<file path="src/ria_pkg.sv">
// Shared types, operation codes and helper functions for the interval ALU.
package ria_pkg;

    typedef enum logic [4:0] {
        OP_ADD = 5'd0, OP_SUB = 5'd1, OP_AND = 5'd2, OP_OR = 5'd3, OP_XOR = 5'd4,
        OP_NOT = 5'd5, OP_MUL = 5'd6, OP_LSH = 5'd7, OP_RSH = 5'd8, OP_URSH = 5'd9,
        OP_LSHR = 5'd10, OP_RSHR = 5'd11, OP_URSHR = 5'd12, OP_ABS = 5'd13,
        OP_MIN = 5'd14, OP_MAX = 5'd15, OP_FLOOR = 5'd16, OP_CEIL = 5'd17,
        OP_SIGN = 5'd18, OP_ISECT = 5'd19, OP_UNION = 5'd20
    } op_t;

    localparam logic [10:0] EXP_FIN_MAX = 11'd1023;
    localparam logic [10:0] EXP_INF = 11'd1024;
    localparam logic [10:0] EXP_NAN = 11'd1025;
    localparam logic signed [31:0] I32_MAX = 32'sh7fffffff;
    localparam logic signed [31:0] I32_MIN = 32'sh80000000;

    typedef struct packed {
        logic signed [31:0] lo;
        logic signed [31:0] hi;
        logic               hl;
        logic               hu;
        logic               fr;
        logic               nz;
        logic [10:0]        ex;
    } rng_t;

    typedef struct packed {
        rng_t r;
        logic empty;
    } res_t;

    function automatic logic [5:0] clz32(input logic [31:0] x);
        logic [5:0] n;
        logic       done;
        n = 6'd32;
        done = 1'b0;
        for (int i = 31; i >= 0; i--) begin
            if (!done && x[i]) begin
                n = 6'(31 - i);
                done = 1'b1;
            end
        end
        return n;
    endfunction

    function automatic logic [31:0] lowmask(input logic [5:0] n);
        return n[5] ? 32'd0 : (32'hffffffff >> n[4:0]);
    endfunction

    function automatic logic signed [31:0] smax(input logic signed [31:0] a,
                                                input logic signed [31:0] b);
        return (a > b) ? a : b;
    endfunction

    function automatic logic signed [31:0] smin(input logic signed [31:0] a,
                                                input logic signed [31:0] b);
        return (a < b) ? a : b;
    endfunction

    function automatic rng_t unknown_rng();
        rng_t r;
        r.lo = I32_MIN;
        r.hi = I32_MAX;
        r.hl = 1'b0;
        r.hu = 1'b0;
        r.fr = 1'b1;
        r.nz = 1'b1;
        r.ex = EXP_NAN;
        return r;
    endfunction

    function automatic rng_t i32r(input logic signed [31:0] lo,
                                  input logic signed [31:0] hi);
        rng_t r;
        r.lo = lo;
        r.hi = hi;
        r.hl = 1'b1;
        r.hu = 1'b1;
        r.fr = 1'b0;
        r.nz = 1'b0;
        r.ex = 11'd31;
        return r;
    endfunction

    // Clamps 65-bit signed bounds into int32 and sets the valid flags.
    function automatic rng_t r4(input logic signed [64:0] lo, input logic signed [64:0] hi,
                                input logic fr, input logic nz, input logic [10:0] ex);
        rng_t r;
        if (lo > 65'sd2147483647) begin
            r.lo = I32_MAX;
            r.hl = 1'b1;
        end else if (lo < -65'sd2147483648) begin
            r.lo = I32_MIN;
            r.hl = 1'b0;
        end else begin
            r.lo = lo[31:0];
            r.hl = 1'b1;
        end
        if (hi > 65'sd2147483647) begin
            r.hi = I32_MAX;
            r.hu = 1'b0;
        end else if (hi < -65'sd2147483648) begin
            r.hi = I32_MIN;
            r.hu = 1'b1;
        end else begin
            r.hi = hi[31:0];
            r.hu = 1'b1;
        end
        r.fr = fr;
        r.nz = nz;
        r.ex = ex;
        return r;
    endfunction

endpackage

</file>
<file path="src/ria_finish.sv">
// Third stage: product min/max with clamping, and the rounding exponent.
module ria_finish
    import ria_pkg::*;
(
    input  res_t               res_in,
    input  logic               is_mul,
    input  logic               is_round,
    input  logic               bounded_ab,
    input  logic signed [63:0] p0,
    input  logic signed [63:0] p1,
    input  logic signed [63:0] p2,
    input  logic signed [63:0] p3,
    input  logic [10:0]        mul_ex,
    input  logic               mul_fr,
    input  logic               mul_nz,
    output res_t               res_out
);

    always_comb
    begin
        logic signed [63:0] lo;
        logic signed [63:0] hi;
        logic [31:0] ml;
        logic [31:0] mh;
        logic [31:0] m;
        lo = p0;
        hi = p0;
        if (p1 < lo) lo = p1;
        if (p1 > hi) hi = p1;
        if (p2 < lo) lo = p2;
        if (p2 > hi) hi = p2;
        if (p3 < lo) lo = p3;
        if (p3 > hi) hi = p3;
        ml = res_in.r.lo[31] ? (32'd0 - 32'(res_in.r.lo)) : 32'(res_in.r.lo);
        mh = res_in.r.hi[31] ? (32'd0 - 32'(res_in.r.hi)) : 32'(res_in.r.hi);
        m = (ml > mh) ? ml : mh;
        res_out = res_in;
        if (is_mul) begin
            res_out.empty = 1'b0;
            if (bounded_ab)
                res_out.r = r4(65'(lo), 65'(hi), mul_fr, mul_nz, mul_ex);
            else
                res_out.r = r4(-65'sd2147483649, 65'sd2147483648, mul_fr, mul_nz, mul_ex);
        end else if (is_round) begin
            if (res_in.r.hl && res_in.r.hu)
                res_out.r.ex = 11'(6'd31 - clz32(m | 32'd1));
            else if (res_in.r.ex < EXP_FIN_MAX)
                res_out.r.ex = res_in.r.ex + 11'd1;
        end
    end

endmodule

</file>
<file path="config.mk">
export PLATFORM = sky130hd
export DESIGN_NAME = ria_finish
export DESIGN_NICKNAME = d
export VERILOG_FILES = /design/src/ria_pkg.sv /design/src/ria_finish.sv
export SDC_FILE = /design/constraint.sdc
export NUM_CORES = 1
export LEC_CHECK = 0
export BUFFER_PORTS_ARGS = -buffer_cell sky130_fd_sc_hd__buf_4
export CAP_MARGIN = 40
export CORE_AREA = 2 2 260 198
export DETAILED_ROUTE_END_ITERATION = 12
export DIE_AREA = 0 0 262 200
export PLACE_DENSITY_LB_ADDON = 0.08
export SYNTH_ARGS = -nofsm -noshare
export SYNTH_HDL_FRONTEND = slang
export SYNTH_SLANG_ARGS = --single-unit
export TNS_END_PERCENT = 10
</file>
<file path="constraint.sdc">
create_clock -name vclk -period 30.3
set_input_delay 1.515 -clock vclk [all_inputs]
set_output_delay 1.515 -clock vclk [all_outputs]
set_load 0.02 [all_outputs]
</file>
==> run_results.csv <==
group,metric,value,unit
final_layout,drive_above_1_share,20.4,%
setup_path,crit_path_frequent_cell,"buf_4",
logic_synthesis,synth_top_cell_by_area,"ha_1",
final_layout,seq_cell_count,0,
timing,min_period_over_period,50.2,%
die,die_h,200,um
placed_design,place_ws,15.31,ns
grt,grt.overflow.total,0,
die,rows,71,
final_layout,clkbuf_count,0,
worst_hold_path,holdCritStartpoint,"mul_ex[10]",
setup_path,critPathKind,"in -> out",
logic_synthesis,syn_area,17200,sq um
final_layout,nNetsFinal,3609,
run_status,run_status,"completed",
clocking,post_cts_buffers,0,
drt,via_per_inst,6.33,
final_layout,nFillCells,5358,
logic_synthesis,ys_seq_area_share,0,%
placed_design,portBuffers,432,
timing,setup_viol,0,
logic_synthesis,synth_top_area_share,25.7,%
final_layout,seqCellArea,0,sq um
drt,vias,22500,
timing,tns,0,ns
setup_path,cp-end-kind,"primary output",
worst_hold_path,worstHoldPathType,"in -> out",
die,initial_core_util,34.6,%
setup_path,cpPeakStageDelay,0.74,ns
grt,grt_pass1_wl,143000,um
die,io_pins,432,
placed_design,globalplace.congestion,1.05,
placed_design,dp_hpwl,86700,um
logic_synthesis,yosys_warnings,0,
die,core,49700,sq um
worst_hold_path,hold_depth,4,
timing,fin_ws,15.08,ns
drt,wl_per_cell,28.3,um
drt,drtIter0Drc,2898,
grt,grt_max_degree,81,
timing,grt_setup_unrepaired,"no",
grt,grt_usage,36.9,%
drt,first_pass_iters,7,
setup_path,path_max_fanout,66,
clocking,hold_buffers,0,
clocking,cts-resized-gates,0,
logic_synthesis,ys_types,88,
timing,maxSlewViolCount,0,
final_layout,syn2layout_area_growth,22.8,%
setup_path,required,28.79,ns
drt,totalWireLength,101000,um
logic_synthesis,synth_area_leaders,"ha_1, o21ai_0, nand2_1, mux2i_1, a21oi_1",
placed_design,place_area,21100,sq um
pwr,peakVddDrop,0.0348,mV
timing,max_slew_margin,36.1,%
die,dieArea,52400,sq um
die,die_x,262,um
setup_path,critPathTopFamily,"simple AND/OR/NAND/NOR gates",
setup_path,critPathBufInv,8,
setup_path,cp.arrival,13.71,ns
final_layout,postLayoutCellArea,21100,sq um
pwr,p_leak,9.89,nW
timing,hold_viol,0,
timing,period_minus_slack,15.22,ns
setup_path,slowest_stage,"mux2i_4",
grt,grt_pass1_vias,20500,
setup_path,cp-start-kind,"input pin",
timing,fmax,0.0657,GHz
logic_synthesis,synth.avg_cell_area,6.72,sq um
grt,grt_antenna_before_repair,3,
logic_synthesis,syn-num-nets,3264,
run,cap_violations,0,
drt,ant_nets,0,
pwr,power_density,44.3,nW/um^2
drt,route.detailed.drc,0,
worst_hold_path,worstHoldEndpoint,"res_out[11]",
logic_synthesis,synthCells,2559,
timing,worstMarginPinSlew,0.948,ns
==> placed cells by master, fill, tap and decap left out, types with 9 or more instances in the layout <==
cell,count
nor2b_1,21
o31ai_1,24
a31oi_1,17
o41ai_1,12
or3_1,19
xor2_1,28
o2bb2ai_1,27
nor2_1,208
a211oi_1,23
xnor2_1,35
a221oi_1,9
nand4_1,135
nor4_1,51
ha_1,353
nand3_1,48
mux2_2,59
a21o_1,66
inv_1,108
nor3_1,56
buf_4,455
a21oi_1,193
nand2b_1,17
or2_2,39
o211ai_1,19
and3_1,20
or4_1,11
mux2i_1,105
and4_1,12
nand2_1,322
o21ai_0,250
==> area by class of cell <==
type / instances / area [sq um] / area share (%)
tap: 657 / 822 / 3.89
antenna: 2 / 5.00 / 0.0237
multi-input combinational: 2329 / 16400 / 77.5
inverter: 108 / 405 / 1.92
timing repair buffer: 465 / 3520 / 16.7
==> report_power, final <==
group               internal, W         total [W]  switching (W)
sequential                    0                 0              0
clock          0.00000000000886  0.00000000000888              0
combinational          0.000344          0.000937       0.000593
==> synth_stat cells (7+ instances only) <==
library cell and count:
xnor2_1 37, clkbuf_1 88, nor3_1 56, a31oi_1 17, nand2_1 323, a211oi_1 23, o21a_1 8, xor2_1 28
o41ai_1 12, ha_1 353, or4_1 11, mux2_2 59, mux2i_1 106, or3_1 19, a21o_1 67, or2_2 39
o21ai_0 252, o2bb2ai_1 27, nor2b_1 21, and2_1 8, and4_1 12, inv_1 108, o211ai_1 19, nand4_1 135
buf_1 18, nand2b_1 17, a21oi_1 195, buf_2 11, a221oi_1 9, a211o_1 7, nor2_1 208, nor4_1 52
and3_1 20, nand3_1 48, o31ai_1 24, o21bai_1 8
==> tightest hold or removal path, cell delays in order <==
cell and delay [ns]:
buf_4 0.08, nand2_1 0.04, o21ai_0 0.07, buf_4 0.14
==> stage by stage <==
step,std cells,total power [W],hold WS (ns),utilization [%]
after detailed placement,3556,0.000905,3.34,42.4
after global placement,3548,0.000890,3.34,42.2
final,3561,0.000937,3.35,42.5
after global routing,3560,0.00101,3.36,42.5
after floorplan,2559,0.000563,3.20,-
after CTS,3556,0.000909,3.35,42.4
==> worst max path at each step <==
stage | slack [ns] | cells past startpoint | endpoint | from
finish | 15.08 | 37 | res_out[29] | p0[63]
global route | 14.45 | 37 | res_out[29] | p0[63]
CTS | 15.26 | 37 | res_out[29] | p0[63]
detailed placement | 15.31 | 37 | res_out[29] | p0[63]
global placement | 14.70 | 35 | res_out[29] | p0[63]
floorplan | 17.80 | 40 | res_out[17] | p0[61]
==> per-layer routing <==
layer	vias up	track usage, %	part of all wire, %
li1	10400	-	-
met1	10800	59.0	49
met5	-	0	0
met3	87	6.19	11
met4	0	5.44	1.7
met2	1241	50.9	38
==> cells by family after synthesis <==
logic type / synth area share [%]
simple gates: 28.4
xor+xnor: 3.31
buf+inv: 5.23
mux: 10.1
compound gates: 27.3
fa+ha+maj: 25.7
(Power assumes the default switching activity.)
